===== config.mk =====
export PLATFORM = sky130hd
export DESIGN_NAME = billboard_sprite_projection
export DESIGN_NICKNAME = d
export VERILOG_FILES = /design/src/rtl/bsp_pkg.sv /design/src/rtl/bsp_front.sv /design/src/rtl/bsp_div.sv /design/src/rtl/bsp_back.sv /design/src/rtl/billboard_sprite_projection.sv
export VERILOG_INCLUDE_DIRS = /design/src /design/src/rtl
export SDC_FILE = /design/constraint.sdc
export NUM_CORES = 2
export LEC_CHECK = 0
export ABC_AREA = 1
export BUFFER_PORTS_ARGS = -buffer_cell sky130_fd_sc_hd__buf_2
export CORE_MARGIN = 2
export CORE_UTILIZATION = 45
export DETAILED_ROUTE_END_ITERATION = 12
export HOLD_SLACK_MARGIN = 0.15
export MAX_ROUTING_LAYER = met4
export PLACE_DENSITY = 0.66
export RECOVER_POWER = 25
export SLEW_MARGIN = 15
export SYNTH_ARGS = -nofsm -noshare
export SYNTH_HDL_FRONTEND = slang
export SYNTH_SLANG_ARGS = --single-unit

===== constraint.sdc =====
create_clock -name clk -period 9.34 [get_ports clk]
set_clock_uncertainty 0.15 [all_clocks]
set_input_delay 0.934 -clock clk [delete_from_list [all_inputs] [get_ports clk]]
set_output_delay 0.934 -clock clk [all_outputs]
set_load 0.02 [all_outputs]

===== src/rtl/billboard_sprite_projection_defines.svh =====
// assertion macros for the billboard sprite projection block
`ifndef BILLBOARD_SPRITE_PROJECTION_DEFINES_SVH
`define BILLBOARD_SPRITE_PROJECTION_DEFINES_SVH
`ifndef NO_ASSERTIONS
`define BSP_ASSERT(label, clk, rst_n, prop, msg) \
  label: assert property (@(posedge clk) disable iff (!rst_n) prop) else $error(msg);
`define BSP_ASSERT_ALWAYS(label, clk, prop, msg) \
  label: assert property (@(posedge clk) prop) else $error(msg);
`else
`define BSP_ASSERT(label, clk, rst_n, prop, msg)
`define BSP_ASSERT_ALWAYS(label, clk, prop, msg)
`endif
`endif


===== src/rtl/bsp_pkg.sv =====
`timescale 1ns / 1ps
package bsp_pkg;

  localparam int TEX_W        = 64;
  localparam int TEX_H        = 64;
  localparam int FRAMES_KIND0 = 4;
  localparam int FRAMES_KIND1 = 4;
  localparam int FRAME_MS     = 150;

  // time_ms / FRAME_MS as ((time_ms >> 1) * FRAME_RECIP) >> FRAME_SHIFT, exact for 32-bit time
  localparam int          FRAME_SHIFT = 38;
  localparam logic [31:0] FRAME_RECIP = 32'((64'd1 << FRAME_SHIFT) / (FRAME_MS / 2) + 1);

  // divider operand widths
  localparam int NUM_W = 54;
  localparam int DEN_W = 33;
  localparam int MAG_W = DEN_W - 1;
  localparam int CNT_W = $clog2(NUM_W - 1);

  typedef enum logic [2:0] {
    REG_PLAYER_X      = 3'd0,
    REG_PLAYER_Y      = 3'd1,
    REG_DIR_X         = 3'd2,
    REG_DIR_Y         = 3'd3,
    REG_PLANE_X       = 3'd4,
    REG_PLANE_Y       = 3'd5,
    REG_SCREEN_WIDTH  = 3'd6,
    REG_SCREEN_HEIGHT = 3'd7
  } reg_idx_t;

  typedef enum logic {
    OP_SETUP = 1'b0,
    OP_PIXEL = 1'b1
  } op_t;

  typedef struct packed {
    op_t                op;
    logic signed [31:0] sprite_x;
    logic signed [31:0] sprite_y;
    logic               sprite_kind;
    logic [31:0]        time_ms;
    logic [11:0]        column;
    logic [11:0]        row;
    logic [31:0]        wall_distance;
  } item_t;

  typedef struct packed {
    logic signed [31:0] player_x;
    logic signed [31:0] player_y;
    logic signed [18:0] dir_x;
    logic signed [18:0] dir_y;
    logic signed [18:0] plane_x;
    logic signed [18:0] plane_y;
    logic [12:0]        screen_width;
    logic [12:0]        screen_height;
  } cfg_t;

  typedef struct packed {
    logic                    start;
    logic signed [NUM_W-1:0] num;
    logic signed [DEN_W-1:0] den;
  } div_req_t;

  typedef struct packed {
    logic                    done;
    logic signed [NUM_W-1:0] quo;
  } div_rsp_t;

  typedef enum logic [4:0] {
    ST_IDLE, ST_F1,
    ST_DET_A, ST_DET_B, ST_NTX_A, ST_NTX_B, ST_NDP_A, ST_NDP_B, ST_NDP_C,
    ST_DTX, ST_DDP, ST_DSZ, ST_CM, ST_CS, ST_DCT, ST_BND,
    ST_P0, ST_PDX, ST_PDY, ST_OUT
  } bst_t;

  // screen dimension clamped to 1..4096
  function automatic logic [12:0] screen_dim(input logic [12:0] r);
    if (r == 13'd0) return 13'd1;
    else if (r > 13'd4096) return 13'd4096;
    else return r;
  endfunction

  function automatic logic signed [31:0] sat32(input logic signed [NUM_W-1:0] v);
    if (v > $signed({{(NUM_W-32){1'b0}}, 32'h7FFF_FFFF})) return 32'sh7FFF_FFFF;
    else if (v < $signed({{(NUM_W-32){1'b1}}, 32'h8000_0000})) return 32'sh8000_0000;
    else return v[31:0];
  endfunction

  function automatic logic signed [17:0] sat18(input logic signed [NUM_W-1:0] v);
    if (v > $signed({{(NUM_W-18){1'b0}}, 18'h1FFFF})) return 18'sh1FFFF;
    else if (v < $signed({{(NUM_W-18){1'b1}}, 18'h20000})) return 18'sh20000;
    else return v[17:0];
  endfunction

endpackage


===== src/rtl/bsp_front.sv =====
`timescale 1ns / 1ps
module bsp_front (
  input  logic                clk,
  input  logic                rst_n,
  input  logic                in_valid,
  output logic                in_ready,
  input  logic                in_opcode,
  input  logic signed [31:0]  in_sprite_x,
  input  logic signed [31:0]  in_sprite_y,
  input  logic                in_sprite_kind,
  input  logic [31:0]         in_time_ms,
  input  logic [11:0]         in_column,
  input  logic [11:0]         in_row,
  input  logic [31:0]         in_wall_distance,
  output logic                q_valid,
  output bsp_pkg::item_t      q_item,
  input  logic                q_pop
);

  bsp_pkg::item_t mem_r [2];
  bsp_pkg::item_t item;
  logic           wp_r;
  logic           rp_r;
  logic [1:0]     cnt_r;
  logic           push;

  // classify the request by opcode and pack it
  always_comb begin
    item.op            = bsp_pkg::op_t'(in_opcode);
    item.sprite_x      = in_sprite_x;
    item.sprite_y      = in_sprite_y;
    item.sprite_kind   = in_sprite_kind;
    item.time_ms       = in_time_ms;
    item.column        = in_column;
    item.row           = in_row;
    item.wall_distance = in_wall_distance;
  end

  assign in_ready = (cnt_r != 2'd2);
  assign push     = in_valid && in_ready;
  assign q_valid  = (cnt_r != 2'd0);
  assign q_item   = mem_r[rp_r];

  // two-entry queue pointers
  always_ff @(posedge clk) begin
    if (!rst_n) begin
      wp_r  <= 1'b0;
      rp_r  <= 1'b0;
      cnt_r <= 2'd0;
    end else begin
      if (push) wp_r <= ~wp_r;
      if (q_pop) rp_r <= ~rp_r;
      cnt_r <= cnt_r + {1'b0, push} - {1'b0, q_pop};
    end
  end

  always_ff @(posedge clk) begin
    if (push) mem_r[wp_r] <= item;
  end

endmodule


===== src/rtl/bsp_div.sv =====
`timescale 1ns / 1ps
module bsp_div (
  input  logic               clk,
  input  logic               rst_n,
  input  bsp_pkg::div_req_t  req,
  output bsp_pkg::div_rsp_t  rsp
);

  logic [bsp_pkg::NUM_W-2:0]   q_r;
  logic [bsp_pkg::MAG_W-1:0]   r_r;
  logic [bsp_pkg::MAG_W-1:0]   d_r;
  logic                        neg_r;
  logic [bsp_pkg::CNT_W-1:0]   cnt_r;
  logic                        busy_r;
  logic                        done_r;
  logic signed [bsp_pkg::NUM_W-1:0] num_abs;
  logic signed [bsp_pkg::DEN_W-1:0] den_abs;
  logic [bsp_pkg::MAG_W:0]     shl;
  logic [bsp_pkg::MAG_W:0]     diff;
  logic                        ge;

  // operand magnitudes
  assign num_abs = req.num[bsp_pkg::NUM_W-1] ? -req.num : req.num;
  assign den_abs = req.den[bsp_pkg::DEN_W-1] ? -req.den : req.den;

  // one restoring step per cycle
  assign shl  = {r_r, q_r[bsp_pkg::NUM_W-2]};
  assign diff = shl - {1'b0, d_r};
  assign ge   = !diff[bsp_pkg::MAG_W];

  always_ff @(posedge clk) begin
    if (!rst_n) begin
      busy_r <= 1'b0;
      done_r <= 1'b0;
      cnt_r  <= '0;
    end else if (req.start) begin
      busy_r <= 1'b1;
      done_r <= 1'b0;
      cnt_r  <= '0;
    end else if (busy_r) begin
      cnt_r <= cnt_r + 1'b1;
      if (cnt_r == bsp_pkg::CNT_W'(bsp_pkg::NUM_W - 2)) begin
        busy_r <= 1'b0;
        done_r <= 1'b1;
      end
    end else begin
      done_r <= 1'b0;
    end
  end

  always_ff @(posedge clk) begin
    if (req.start) begin
      q_r   <= num_abs[bsp_pkg::NUM_W-2:0];
      r_r   <= '0;
      d_r   <= den_abs[bsp_pkg::MAG_W-1:0];
      neg_r <= req.num[bsp_pkg::NUM_W-1] ^ req.den[bsp_pkg::DEN_W-1];
    end else if (busy_r) begin
      q_r <= {q_r[bsp_pkg::NUM_W-3:0], ge};
      r_r <= ge ? diff[bsp_pkg::MAG_W-1:0] : shl[bsp_pkg::MAG_W-1:0];
    end
  end

  // truncating signed quotient
  assign rsp.done = done_r;
  assign rsp.quo  = neg_r ? -$signed({1'b0, q_r}) : $signed({1'b0, q_r});

endmodule


===== src/rtl/bsp_back.sv =====
`timescale 1ns / 1ps
module bsp_back (
  input  logic                clk,
  input  logic                rst_n,
  input  bsp_pkg::cfg_t       cfg,
  input  logic                q_valid,
  input  bsp_pkg::item_t      q_item,
  output logic                q_pop,
  output logic                out_valid,
  input  logic                out_ready,
  output logic                out_in_front,
  output logic signed [16:0]  out_start_x,
  output logic signed [16:0]  out_end_x,
  output logic [11:0]         out_start_y,
  output logic [11:0]         out_end_y,
  output logic [3:0]          out_frame,
  output logic [7:0]          out_texel_x,
  output logic [7:0]          out_texel_y,
  output logic                out_draw
);

  localparam int NW = bsp_pkg::NUM_W;
  localparam int DW = bsp_pkg::DEN_W;

  bsp_pkg::bst_t     state_r, state_nxt;
  bsp_pkg::div_req_t div_req;
  bsp_pkg::div_rsp_t div_rsp;
  bsp_pkg::item_t    it_r;

  // sprite state
  logic               valid_r;
  logic signed [31:0] depth_r;
  logic signed [17:0] center_r;
  logic [15:0]        size_r;
  logic signed [16:0] sx0_r, ex0_r;
  logic [11:0]        sy0_r, ey0_r;
  logic [3:0]         frame_r;

  // working registers
  logic signed [51:0] prod_r, t0_r;
  logic signed [36:0] det_r, ntx_r, nd_r;
  logic signed [31:0] tx_r;
  logic               inx_r;
  logic [7:0]         qx_r;
  logic [7:0]         tx8_r, ty8_r;
  logic               draw_r;
  logic               out_valid_r;

  logic signed [18:0] mul_a;
  logic signed [32:0] mul_b;
  logic signed [51:0] prod;
  logic signed [52:0] diff;
  logic [12:0]        sw, sh;
  logic signed [32:0] sx, sy, dpt;
  logic signed [31:0] dep_new;
  logic [14:0]        half;
  logic signed [19:0] px_off;
  logic signed [25:0] dv;
  logic signed [NW-1:0] numx, numy;
  logic [62:0]        t_prod;
  logic [24:0]        t_q;
  logic [3:0]         frame_c;
  logic               iny, inrange, ok;
  logic signed [16:0] sx0_c, ex0_c;
  logic [11:0]        sy0_c, ey0_c;
  logic signed [16:0] sy_t;
  logic [16:0]        ey_t;
  logic signed [18:0] sxl, exl;
  logic               load_out;

  bsp_div u_div (
    .clk   (clk),
    .rst_n (rst_n),
    .req   (div_req),
    .rsp   (div_rsp)
  );

  // operands shared by the sequencer
  assign sw      = bsp_pkg::screen_dim(cfg.screen_width);
  assign sh      = bsp_pkg::screen_dim(cfg.screen_height);
  assign sx      = $signed({it_r.sprite_x[31], it_r.sprite_x})
                 - $signed({cfg.player_x[31], cfg.player_x});
  assign sy      = $signed({it_r.sprite_y[31], it_r.sprite_y})
                 - $signed({cfg.player_y[31], cfg.player_y});
  assign dpt     = $signed({depth_r[31], depth_r}) + $signed({tx_r[31], tx_r});
  assign prod    = mul_a * mul_b;
  assign diff    = $signed({t0_r[51], t0_r}) - $signed({prod_r[51], prod_r});
  assign dep_new = bsp_pkg::sat32(div_rsp.quo);
  assign half    = size_r[15:1];
  assign px_off  = $signed({8'b0, it_r.column}) - $signed({{2{center_r[17]}}, center_r})
                 + $signed({5'b0, half});
  assign numx    = NW'(px_off) * NW'(bsp_pkg::TEX_W);
  assign dv      = $signed({6'b0, it_r.row, 8'b0}) - $signed({6'b0, sh, 7'b0})
                 + $signed({3'b0, size_r, 7'b0});
  assign numy    = NW'(dv) * NW'(bsp_pkg::TEX_H);

  // animation frame by reciprocal multiplication
  assign t_prod  = 63'(it_r.time_ms[31:1]) * 63'(bsp_pkg::FRAME_RECIP);
  assign t_q     = t_prod[62:bsp_pkg::FRAME_SHIFT];
  assign frame_c = it_r.sprite_kind ? 4'(t_q % bsp_pkg::FRAMES_KIND1)
                                    : 4'(t_q % bsp_pkg::FRAMES_KIND0);

  // draw bounds from center and size
  always_comb begin
    sy_t  = $signed({5'b0, sh[12:1]}) - $signed({2'b0, half});
    sy0_c = (sy_t < 0) ? 12'd0 : sy_t[11:0];
    ey_t  = {5'b0, sh[12:1]} + {2'b0, half};
    ey0_c = (ey_t >= {4'b0, sh}) ? 12'(sh - 13'd1) : ey_t[11:0];
    sxl   = $signed({center_r[17], center_r}) - $signed({4'b0, half});
    if (sxl < 0) sx0_c = 17'sd0;
    else if (sxl > 19'sd65535) sx0_c = 17'sd65535;
    else sx0_c = sxl[16:0];
    exl   = $signed({center_r[17], center_r}) + $signed({4'b0, half});
    if (exl >= $signed({6'b0, sw})) exl = $signed({6'b0, sw}) - 19'sd1;
    if (exl < -19'sd65536) ex0_c = -17'sd65536;
    else ex0_c = exl[16:0];
  end

  // pixel tests
  always_comb begin
    iny     = (div_rsp.quo >= 0) && (div_rsp.quo < NW'(bsp_pkg::TEX_H));
    inrange = inx_r && iny;
    ok      = inrange && (depth_r > 0) && ($unsigned(depth_r) < it_r.wall_distance)
           && ($signed({6'b0, it_r.column}) >= $signed({sx0_r[16], sx0_r}))
           && ($signed({6'b0, it_r.column}) < $signed({ex0_r[16], ex0_r}))
           && (it_r.column != 12'd0) && ({1'b0, it_r.column} < sw)
           && (it_r.row >= sy0_r) && (it_r.row < ey0_r);
  end

  assign load_out = (state_r == bsp_pkg::ST_OUT) && (!out_valid_r || out_ready);

  // next state
  always_comb begin
    state_nxt = state_r;
    unique case (state_r)
      bsp_pkg::ST_IDLE:
        if (q_valid) state_nxt = (q_item.op == bsp_pkg::OP_SETUP) ? bsp_pkg::ST_F1
                                                                  : bsp_pkg::ST_P0;
      bsp_pkg::ST_F1:    state_nxt = bsp_pkg::ST_DET_A;
      bsp_pkg::ST_DET_A: state_nxt = bsp_pkg::ST_DET_B;
      bsp_pkg::ST_DET_B: state_nxt = bsp_pkg::ST_NTX_A;
      bsp_pkg::ST_NTX_A: state_nxt = bsp_pkg::ST_NTX_B;
      bsp_pkg::ST_NTX_B: state_nxt = bsp_pkg::ST_NDP_A;
      bsp_pkg::ST_NDP_A: state_nxt = bsp_pkg::ST_NDP_B;
      bsp_pkg::ST_NDP_B: state_nxt = bsp_pkg::ST_NDP_C;
      bsp_pkg::ST_NDP_C: state_nxt = (det_r == 0) ? bsp_pkg::ST_OUT : bsp_pkg::ST_DTX;
      bsp_pkg::ST_DTX:   if (div_rsp.done) state_nxt = bsp_pkg::ST_DDP;
      bsp_pkg::ST_DDP:
        if (div_rsp.done) state_nxt = (dep_new > 0) ? bsp_pkg::ST_DSZ : bsp_pkg::ST_OUT;
      bsp_pkg::ST_DSZ:   if (div_rsp.done) state_nxt = bsp_pkg::ST_CM;
      bsp_pkg::ST_CM:    state_nxt = bsp_pkg::ST_CS;
      bsp_pkg::ST_CS:    state_nxt = bsp_pkg::ST_DCT;
      bsp_pkg::ST_DCT:   if (div_rsp.done) state_nxt = bsp_pkg::ST_BND;
      bsp_pkg::ST_BND:   state_nxt = bsp_pkg::ST_OUT;
      bsp_pkg::ST_P0:
        state_nxt = (!valid_r || size_r == 16'd0) ? bsp_pkg::ST_OUT : bsp_pkg::ST_PDX;
      bsp_pkg::ST_PDX:   if (div_rsp.done) state_nxt = bsp_pkg::ST_PDY;
      bsp_pkg::ST_PDY:   if (div_rsp.done) state_nxt = bsp_pkg::ST_OUT;
      bsp_pkg::ST_OUT:   if (load_out) state_nxt = bsp_pkg::ST_IDLE;
      default:           state_nxt = bsp_pkg::ST_IDLE;
    endcase
  end

  // sequencer outputs: queue pop, multiplier and divider operands
  always_comb begin
    q_pop         = 1'b0;
    mul_a         = '0;
    mul_b         = '0;
    div_req.start = 1'b0;
    div_req.num   = '0;
    div_req.den   = '0;
    unique case (state_r)
      bsp_pkg::ST_IDLE: q_pop = q_valid;
      bsp_pkg::ST_DET_A: begin mul_a = cfg.plane_x; mul_b = 33'(cfg.dir_y); end
      bsp_pkg::ST_DET_B: begin mul_a = cfg.dir_x;   mul_b = 33'(cfg.plane_y); end
      bsp_pkg::ST_NTX_A: begin mul_a = cfg.dir_y;   mul_b = sx; end
      bsp_pkg::ST_NTX_B: begin mul_a = cfg.dir_x;   mul_b = sy; end
      bsp_pkg::ST_NDP_A: begin mul_a = cfg.plane_x; mul_b = sy; end
      bsp_pkg::ST_NDP_B: begin mul_a = cfg.plane_y; mul_b = sx; end
      bsp_pkg::ST_NDP_C: begin
        div_req.start = (det_r != 0);
        div_req.num   = $signed({ntx_r[36], ntx_r, 16'b0});
        div_req.den   = det_r[DW-1:0];
      end
      bsp_pkg::ST_DTX: begin
        div_req.start = div_rsp.done;
        div_req.num   = $signed({nd_r[36], nd_r, 16'b0});
        div_req.den   = det_r[DW-1:0];
      end
      bsp_pkg::ST_DDP: begin
        div_req.start = div_rsp.done && (dep_new > 0);
        div_req.num   = $signed({{(NW-29){1'b0}}, sh, 16'b0});
        div_req.den   = $signed({1'b0, dep_new});
      end
      bsp_pkg::ST_CM: begin mul_a = $signed({7'b0, sw[12:1]}); mul_b = dpt; end
      bsp_pkg::ST_CS: begin
        div_req.start = 1'b1;
        div_req.num   = NW'(prod_r);
        div_req.den   = $signed({1'b0, depth_r});
      end
      bsp_pkg::ST_P0: begin
        div_req.start = valid_r && (size_r != 16'd0);
        div_req.num   = numx;
        div_req.den   = $signed({17'b0, size_r});
      end
      bsp_pkg::ST_PDX: begin
        div_req.start = div_rsp.done;
        div_req.num   = numy;
        div_req.den   = $signed({9'b0, size_r, 8'b0});
      end
      default: begin
      end
    endcase
  end

  // control and sprite state
  always_ff @(posedge clk) begin
    if (!rst_n) begin
      state_r     <= bsp_pkg::ST_IDLE;
      out_valid_r <= 1'b0;
      valid_r     <= 1'b0;
      depth_r     <= '0;
      center_r    <= '0;
      size_r      <= '0;
      sx0_r       <= '0;
      ex0_r       <= '0;
      sy0_r       <= '0;
      ey0_r       <= '0;
      frame_r     <= '0;
    end else begin
      state_r <= state_nxt;
      if (load_out) out_valid_r <= 1'b1;
      else if (out_ready) out_valid_r <= 1'b0;
      // new setup clears the sprite before the math
      if (state_r == bsp_pkg::ST_IDLE && q_valid && q_item.op == bsp_pkg::OP_SETUP) begin
        valid_r  <= 1'b0;
        depth_r  <= '0;
        center_r <= '0;
        size_r   <= '0;
        sx0_r    <= '0;
        ex0_r    <= '0;
        sy0_r    <= '0;
        ey0_r    <= '0;
      end
      if (state_r == bsp_pkg::ST_F1) frame_r <= frame_c;
      if (state_r == bsp_pkg::ST_DDP && div_rsp.done) depth_r <= dep_new;
      if (state_r == bsp_pkg::ST_DSZ && div_rsp.done)
        size_r <= (div_rsp.quo > NW'(65535)) ? 16'hFFFF : div_rsp.quo[15:0];
      if (state_r == bsp_pkg::ST_DCT && div_rsp.done) center_r <= bsp_pkg::sat18(div_rsp.quo);
      if (state_r == bsp_pkg::ST_BND) begin
        valid_r <= 1'b1;
        sx0_r   <= sx0_c;
        ex0_r   <= ex0_c;
        sy0_r   <= sy0_c;
        ey0_r   <= ey0_c;
      end
    end
  end

  // datapath and result registers
  always_ff @(posedge clk) begin
    prod_r <= prod;
    if (state_r == bsp_pkg::ST_IDLE && q_valid) begin
      it_r   <= q_item;
      tx8_r  <= '0;
      ty8_r  <= '0;
      draw_r <= 1'b0;
    end
    if (state_r == bsp_pkg::ST_DET_B || state_r == bsp_pkg::ST_NTX_B ||
        state_r == bsp_pkg::ST_NDP_B) t0_r <= prod_r;
    if (state_r == bsp_pkg::ST_NTX_A) det_r <= diff[52:16];
    if (state_r == bsp_pkg::ST_NDP_A) ntx_r <= diff[52:16];
    if (state_r == bsp_pkg::ST_NDP_C) nd_r  <= diff[52:16];
    if (state_r == bsp_pkg::ST_DTX && div_rsp.done) tx_r <= dep_new;
    if (state_r == bsp_pkg::ST_PDX && div_rsp.done) begin
      inx_r <= (div_rsp.quo >= 0) && (div_rsp.quo < NW'(bsp_pkg::TEX_W));
      qx_r  <= div_rsp.quo[7:0];
    end
    if (state_r == bsp_pkg::ST_PDY && div_rsp.done) begin
      tx8_r  <= inrange ? qx_r : 8'd0;
      ty8_r  <= inrange ? div_rsp.quo[7:0] : 8'd0;
      draw_r <= ok;
    end
    if (load_out) begin
      out_in_front <= valid_r;
      out_start_x  <= sx0_r;
      out_end_x    <= ex0_r;
      out_start_y  <= sy0_r;
      out_end_y    <= ey0_r;
      out_frame    <= frame_r;
      out_texel_x  <= tx8_r;
      out_texel_y  <= ty8_r;
      out_draw     <= draw_r;
    end
  end

  assign out_valid = out_valid_r;

endmodule


===== src/rtl/billboard_sprite_projection.sv =====
`timescale 1ns / 1ps
// divider use: a setup request runs four divisions and a pixel request two, all on the
// one-bit-per-cycle shared divider; a sprite behind the camera or a singular camera
// finishes sooner
// throughput: one request at a time in the back end; a two-entry queue keeps
// taking requests while the back end works or a result waits, until it is full
// reset: synchronous active-low rst_n restores register defaults and clears sprite state
`include "billboard_sprite_projection_defines.svh"
module billboard_sprite_projection (
  input  logic                clk,
  input  logic                rst_n,
  input  logic                cfg_valid,
  output logic                cfg_ready,
  input  logic [2:0]          cfg_index,
  input  logic [31:0]         cfg_data,
  input  logic                in_valid,
  output logic                in_ready,
  input  logic                in_opcode,
  input  logic signed [31:0]  in_sprite_x,
  input  logic signed [31:0]  in_sprite_y,
  input  logic                in_sprite_kind,
  input  logic [31:0]         in_time_ms,
  input  logic [11:0]         in_column,
  input  logic [11:0]         in_row,
  input  logic [31:0]         in_wall_distance,
  output logic                out_valid,
  input  logic                out_ready,
  output logic                out_in_front,
  output logic signed [16:0]  out_start_x,
  output logic signed [16:0]  out_end_x,
  output logic [11:0]         out_start_y,
  output logic [11:0]         out_end_y,
  output logic [3:0]          out_frame,
  output logic [7:0]          out_texel_x,
  output logic [7:0]          out_texel_y,
  output logic                out_draw
);

  bsp_pkg::cfg_t  cfg_r;
  bsp_pkg::item_t q_item;
  logic           q_valid;
  logic           q_pop;

  assign cfg_ready = 1'b1;

  // camera and screen registers
  always_ff @(posedge clk) begin
    if (!rst_n) begin
      cfg_r.player_x      <= '0;
      cfg_r.player_y      <= '0;
      cfg_r.dir_x         <= 19'sd65536;
      cfg_r.dir_y         <= '0;
      cfg_r.plane_x       <= '0;
      cfg_r.plane_y       <= 19'sd43254;
      cfg_r.screen_width  <= 13'd640;
      cfg_r.screen_height <= 13'd480;
    end else if (cfg_valid) begin
      unique case (bsp_pkg::reg_idx_t'(cfg_index))
        bsp_pkg::REG_PLAYER_X:      cfg_r.player_x      <= cfg_data;
        bsp_pkg::REG_PLAYER_Y:      cfg_r.player_y      <= cfg_data;
        bsp_pkg::REG_DIR_X:         cfg_r.dir_x         <= cfg_data[18:0];
        bsp_pkg::REG_DIR_Y:         cfg_r.dir_y         <= cfg_data[18:0];
        bsp_pkg::REG_PLANE_X:       cfg_r.plane_x       <= cfg_data[18:0];
        bsp_pkg::REG_PLANE_Y:       cfg_r.plane_y       <= cfg_data[18:0];
        bsp_pkg::REG_SCREEN_WIDTH:  cfg_r.screen_width  <= cfg_data[12:0];
        bsp_pkg::REG_SCREEN_HEIGHT: cfg_r.screen_height <= cfg_data[12:0];
        default: begin
        end
      endcase
    end
  end

  bsp_front u_front (
    .clk              (clk),
    .rst_n            (rst_n),
    .in_valid         (in_valid),
    .in_ready         (in_ready),
    .in_opcode        (in_opcode),
    .in_sprite_x      (in_sprite_x),
    .in_sprite_y      (in_sprite_y),
    .in_sprite_kind   (in_sprite_kind),
    .in_time_ms       (in_time_ms),
    .in_column        (in_column),
    .in_row           (in_row),
    .in_wall_distance (in_wall_distance),
    .q_valid          (q_valid),
    .q_item           (q_item),
    .q_pop            (q_pop)
  );

  bsp_back u_back (
    .clk          (clk),
    .rst_n        (rst_n),
    .cfg          (cfg_r),
    .q_valid      (q_valid),
    .q_item       (q_item),
    .q_pop        (q_pop),
    .out_valid    (out_valid),
    .out_ready    (out_ready),
    .out_in_front (out_in_front),
    .out_start_x  (out_start_x),
    .out_end_x    (out_end_x),
    .out_start_y  (out_start_y),
    .out_end_y    (out_end_y),
    .out_frame    (out_frame),
    .out_texel_x  (out_texel_x),
    .out_texel_y  (out_texel_y),
    .out_draw     (out_draw)
  );

  // checks
  `BSP_ASSERT(a_pop_needs_item, clk, rst_n, q_pop |-> q_valid, "pop from empty queue")
  `BSP_ASSERT(a_draw_in_front, clk, rst_n, out_valid && out_draw |-> out_in_front, "no sprite")
  `BSP_ASSERT(a_draw_texel, clk, rst_n, out_valid && out_draw |-> out_texel_x < 8'd64, "texel")

endmodule

### After elaboration in Yosys (flattened, before gate mapping)

Memories as Yosys holds them, arrays and structs flattened. A register that Yosys moved wholly into a read port is not among the register bits.
Cells that the tools add are included.

| operators by class | value |
|---|---|
| $add $sub $neg | 21 |
| multiply operators | 2 |
| order comparisons | 23 |
| equal/unequal tests | 36 |
| mux-type cells | 68 |
| bitwise logic cells | 6 |
| reduce and logical (&&, ||, !) cells | 61 |

Operators by type and width:

| operator | count |
|---|---|
| one-hot mux 88 bit (6 select lines) | 1 |
| 2-to-1 mux 32 bit | 6 |
| one-hot mux 33 bit (5 select lines) | 1 |
| 2-to-1 mux 53 bit | 3 |
| 2-to-1 mux 17 bit | 6 |
| one-hot mux 5 bit (20 select lines) | 1 |
| one-hot mux 19 bit (5 select lines) | 1 |
| 2-to-1 mux 18 bit | 4 |
| subtractor 32 x 32 -> 33 bit | 2 |
| greater-than comparator 32 x 1 -> 1 bit (second input constant) | 2 |
| 2-to-1 mux 12 bit | 5 |
| 2-to-1 mux 5 bit | 11 |
| greater-or-equal comparator 54 x 1 -> 1 bit (second input constant) | 1 |
| greater-than comparator 54 x 17 -> 1 bit (second input constant) | 1 |
| greater-than comparator 54 x 18 -> 1 bit (second input constant) | 1 |
| greater-than comparator 54 x 32 -> 1 bit (second input constant) | 1 |
| less-than comparator 54 x 18 -> 1 bit (second input constant) | 1 |
| less-than comparator 54 x 32 -> 1 bit (second input constant) | 1 |
| less-than comparator 54 x 8 -> 1 bit (second input constant) | 1 |
| 2-to-1 mux 54 bit | 1 |
| negator 53 -> 54 bit | 1 |
| negator 53 bit | 1 |
| subtractor 52 x 52 -> 53 bit | 1 |
| multiplier 19 x 33 -> 52 bit | 1 |
| other kinds (65) | 162 |

| word-level totals | value |
|---|---|
| register bits | 932 |
| bits in writable memories | 308 |
| bits of input ports | 194 |
| output and inout port bits | 83 |
| memories kept | 1 |

Memories:

| memory | depth | bits a word | read ports | clocked after memory_dff | wr ports | RTL line | RTL |
|---|---|---|---|---|---|---|---|
| u_front.mem_r | 2 | 154 | 1 | 1 | 1 | bsp_front.sv:20 | `bsp_pkg::item_t mem_r [2];` |

### Depth between registers and ports, before layout

| logic depth | value |
|---|---|
| depth in word-level cells | 14 |
| gate-level depth with buffers | 51 |
| mapped depth without buffers | 51 |

### Modules after synthesis

A second synthesis with hierarchy kept.

| second synthesis, totals | value |
|---|---|
| cells, all modules | 12211 |
| area, all modules | 103606.9 um^2 |

Modules (own cells, without submodules):

| module | times used | cells each | area an instance (um^2) | seq. area each (um^2) |
|---|---|---|---|---|
| bsp_back | 1 | 8794 | 73271.5 | 17216.5 |
| bsp_div | 1 | 1970 | 12280.5 | 3383.2 |
| bsp_front | 1 | 512 | 11564.8 | 9349.0 |
| billboard_sprite_projection | 1 | 935 | 6490.0 | 3323.2 |

### Worst setup path after synthesis

Ideal clock, no wire load.

| timing path | value |
|---|---|
| kind | register to register |
| start | register u_back.state_r[1] |
| end | register u_back.prod_r[50] |
| library setup time | 0.119 ns |
| arrival | 9.730 ns |
| data required time | 9.071 ns |
| slack | -0.658 ns |
| stages on the path, launching flop included | 37 |
| path buffers | 2 |
| clock period less this slack | 9.998 ns |
| cell sequence | dfxtp_1 > inv_2 > nor2_1 > inv_1 > nor2_1 > inv_1 > nor2_1 > nor2_1 > clkinv_1 > clkbuf_1 > nand3_1 > nand4_1 > clkbuf_1 > nand2_1 > fa_1 > inv_1 > fa_1 > inv_1 > fa_1 > inv_1 > fa_1 > fa_1 > fa_1 > inv_1 > fa_1 > inv_1 > ha_1 > nand2_1 > nor2_1 > nand2_1 > nor4_1 > a21oi_1 > o31ai_1 > a21oi_1 > o31ai_1 > a31oi_1 > xnor2_1 |

| on the way | value |
|---|---|
| word-level cells in the longest chain between the ends | 4 |
| elaborated cells on any way between the ends | 14 |
| classes of those cells | mul: 1; eq/ne: 7; mux: 2; reduce/logical: 4 |

Ends and longest elaborated chain:

| item | RTL line | RTL |
|---|---|---|
| start, declared | bsp_back.sv:25 | `bsp_pkg::bst_t state_r, state_nxt;` |
| start signal, assigned | bsp_back.sv:219 | `state_r <= bsp_pkg::ST_IDLE;` |
| start signal, assigned | bsp_back.sv:231 | `state_r <= state_nxt;` |
| == test 5 x 2 -> 1 bit or == test 5 x 3 -> 1 bit (tied branches) | bsp_back.sv:172 | `unique case (state_r)` |
| OR reduction 2 bit (no line) | - |  |
| one-hot mux 19 bit (5 select lines) or one-hot mux 33 bit (5 select lines) (tied branches) | bsp_back.sv:172 |  |
| multiplier 19 x 33 -> 52 bit * | bsp_back.sv:86 | `assign prod = mul_a * mul_b;` |
| named net u_back.prod[50] | bsp_back.sv:51 | `logic signed [51:0] prod;` |
| end signal, assigned | bsp_back.sv:262 | `prod_r <= prod;` |
| end, declared | bsp_back.sv:40 | `logic signed [51:0] prod_r, t0_r;` |

Mark *: on every way through the listed nets, which the timed path passes. The rest lies on a longest branch.
A chain may end at the register's enable or synchronous reset.

### Final worst setup path

| timing path | value |
|---|---|
| start | register u_back.tx_r[0] |
| end | register u_back.prod_r[42] |

| on the way | value |
|---|---|
| word-level cells in the longest chain between the ends | 3 |

Ends and longest elaborated chain:

| item | RTL line | RTL |
|---|---|---|
| start, declared | bsp_back.sv:42 | `logic signed [31:0] tx_r;` |
| start signal, assigned | bsp_back.sv:274 | `if (state_r == bsp_pkg::ST_DTX && div_rsp.done) tx_r <= dep_new;` |
| adder 32 x 32 -> 33 bit | bsp_back.sv:85 | `assign dpt = $signed({depth_r[31], depth_r}) + $signed({tx_r[31], tx_r});` |
| one-hot mux 33 bit (5 select lines) | bsp_back.sv:172 |  |
| multiplier 19 x 33 -> 52 bit | bsp_back.sv:86 |  |
| named net u_back.prod[42] | bsp_back.sv:51 |  |

The timed path passes the listed nets, and every way through them passes these cells.

==> impl_metrics.tcl <==
set metrics [dict create \
    status "finished with violations" \
    violations "capacitance limit, slew limit" \
    crit_buf_inv 14 \
    grt_max_degree 107 \
    place_ws_ps -681 \
    hold_violations 0 \
    die_height_microns 472 \
    cp_slowest_cell "fa_2" \
    fin_tns_setup_ps 0 \
    wirelength_mm 344 \
    fmax_mhz 109 \
    portBuffers 271 \
    wl_per_cell_microns 22.9 \
    die-area_sq_um 223000 \
    core-area_sq_um 218000 \
    antenna_found_initial 7 \
    grt_pass1_vias 82334 \
    dr.pass1.iters 8 \
    root_buffer "clkbuf_16" \
    rsz0062_at_grt "true" \
    clk_latency_ps 850 \
    crit_top_cell "inv_1" \
    cp_data_required_time_ps 9890 \
    whs_path_depth 1 \
    r2r_slack_ps 140 \
    initial_core_util_pct 45.3 \
    drt_iter0_markers 8413 \
    syn_area_per_cell_sq_um 8.83 \
    r2r_cells 47 \
    ys_seq_area_share_pct 33.6 \
    ys_types 79 \
    hold_path.class "primary input to flop" \
    syn_area_sq_um 98600 \
    synth_edf_count 840 \
    nets 13809 \
    dp_hpwl_mm 274 \
    cp-end-kind "flop" \
    die_w_microns 472 \
    r2r_end "u_back.prod_r[42]" \
    relSlewSlack_pct -157 \
    finalSetupViolCount 0 \
    fin_ws_ps 141 \
    ys_seq_elements 1236 \
    gp_congestion 1.04 \
    critPathTopFamily "adder cells" \
    cts.reportedPaths.clkPinSlew_ps 60 \
    ys.flop_type "edfxtp_1" \
    cts_tree "built" \
    rows 171 \
    vias 82451 \
    grt_pass1_wl_mm 512 \
    final_cell_mix "nand2_1 (2,040), inv_1 (1,933), nor2_1 (1,017)" \
    yosysTopAreaCell "edfxtp_1" \
    synthCells 11174 \
    ys_warn_count 0 \
    max_cap_violations 3 \
    hold_path_startpoint "in_wall_distance[24]" \
    fillers 19901 \
    synth-async-reset-ratio_pct 0 \
    hold_path_end "u_front.mem_r[1][24]" \
    clockBufferDepth 3 \
    drive_gt1_share_pct 12.4 \
    worst_pin_slew_ps 3860 \
    r2r_start "u_back.tx_r[0]" \
    cpPeakStageDelay_ps 590 \
    overflow 0 \
    final_max_slew_viol_count 113 \
    arrival_ps 9750 \
    min_period_ps 9200 \
    min_period_over_period_pct 98.5 \
    ys_top_cells_by_area "edfxtp_1 (26%), fa_1 (17%), ha_1 (9.8%)" \
    ant_nets 0 \
    h-tree-depth 4 \
    cts_sinks 1236 \
    area_growth_pct 16.0 \
    final_common_cell "nand2_1" \
    netlist.area_leader.share_pct 25.6 \
    crit_fanout 7 \
    path_class "flop to flop" \
    fin_cells 14977 \
    cp-start-kind "flop" \
    drc 0 \
    dp.cells 14522 \
    cts_buffers 141 \
    vias_per_cell 5.51 \
    io_pins 277 \
    grt_use_total_pct 31.4 \
]
[flip-flops by register name (all words and copies together), names as in the netlist, 17 cells and up, named ones only]
register / count
u_back.u_div.q_r: 53
u_back.u_div.d_r: 32
u_back.ntx_r: 37
u_back.t0_r: 52
u_back.out_end_x: 17
u_back.sx0_r: 17
u_front.mem_r: 304
u_back.out_start_x: 17
cfg_r: 166
u_back.it_r: 151
u_back.nd_r: 37
u_back.tx_r: 32
u_back.center_r: 18
u_back.u_div.r_r: 32
u_back.prod_r: 52
u_back.det_r: 37
u_back.ex0_r: 17
u_back.depth_r: 32
[metrics by stage]
stage / instance area (sq um) / utilization [%] / hold slack, ps
3_3_place_gp: 106000 / 48.9 / 253
2_1_floorplan: 98600 / - / 250
4_1_cts: 113000 / 52.0 / 151
5_1_grt: 114000 / 52.6 / 227
3_5_place_dp: 106000 / 48.9 / 256
6_report: 114000 / 52.6 / 240
[synth_stat cells, types with 22 or more instances]
| master | count |
|---|---|
| nand3_1 | 331 |
| nand2_2 | 37 |
| a221oi_1 | 62 |
| nand4_1 | 96 |
| o22ai_1 | 30 |
| ha_1 | 776 |
| clkinv_1 | 25 |
| a21o_1 | 24 |
| clkbuf_1 | 242 |
| o21bai_1 | 28 |
| a21boi_0 | 22 |
| edfxtp_1 | 840 |
| a31oi_1 | 41 |
| buf_2 | 33 |
| xnor2_1 | 104 |
| nand2_1 | 2067 |
| o211ai_1 | 62 |
| o21ai_1 | 39 |
| xor2_1 | 187 |
| inv_1 | 1950 |
| nor2_2 | 23 |
| nor3_1 | 68 |
| mux2_2 | 152 |
| o21a_1 | 30 |
| fa_1 | 844 |
| o21ai_0 | 518 |
| or2_2 | 51 |
| nand3b_1 | 25 |
| nor4_1 | 53 |
| a21oi_1 | 757 |
| dfxtp_1 | 396 |
| nor2_1 | 1052 |
[cell type report]
cell class              instances  area, sq um  share of cell area, %
multi-input cells            7648        58100                   50.8
flip-flops and latches       1236        33200                   29.0
inverters                    1989         7480                   6.54
repair buffers                979         7110                   6.22
clock buffers                 173         3730                   3.26
well taps                    2854         3570                   3.12
clock inverters                89         1250                   1.09
diodes                          9         22.5                 0.0197
[cell families after synthesis]
kind of cell	share of synthesized area (%)
compound gates	10.0
xor+xnor	2.63
fa+ha+maj	27.0
buf+inv	8.87
flops	33.6
mux	1.74
other cells	0.00761
simple gates	16.2
[layer usage]
| metal | GRT usage, % | vias to the layer above | routed length, microns |
|---|---|---|---|
| met5 | - | - | 0 |
| met4 | 13.6 | 0 | 18200 |
| met2 | 48.9 | 3446 | 156000 |
| met1 | 41.1 | 40383 | 144000 |
| met3 | 4.28 | 753 | 25400 |
| li1 | - | 37869 | - |
[timing repair]
action | in CTS | in global routing
hold buffers | 143 | 0
endpoints found under the hold margin | 284 | 0
pin swaps | 25 | 112
endpoints found under the setup margin | 22 | 27
gates resized for setup | 66 | 254
buffers inserted | 18 | 23
[worst max-delay path by stage]
stage / start / end / slack, ps / cells past startpoint
after floorplan: u_back.state_r[1] / u_back.prod_r[50] / 80 / 36
after global placement: u_back.it_r[89] / u_back.prod_r[50] / -630 / 42
after detailed placement: u_back.it_r[89] / u_back.prod_r[50] / -680 / 41
after CTS: u_back.it_r[89] / u_back.prod_r[50] / 0.5 / 44
after global routing: u_back.tx_r[0] / u_back.prod_r[42] / -140 / 47
final: u_back.tx_r[0] / u_back.prod_r[42] / 140 / 47
Power is left out: the tool's default activity adds up to more than one toggle a clock period on the data nets, which glitch-free logic cannot reach.
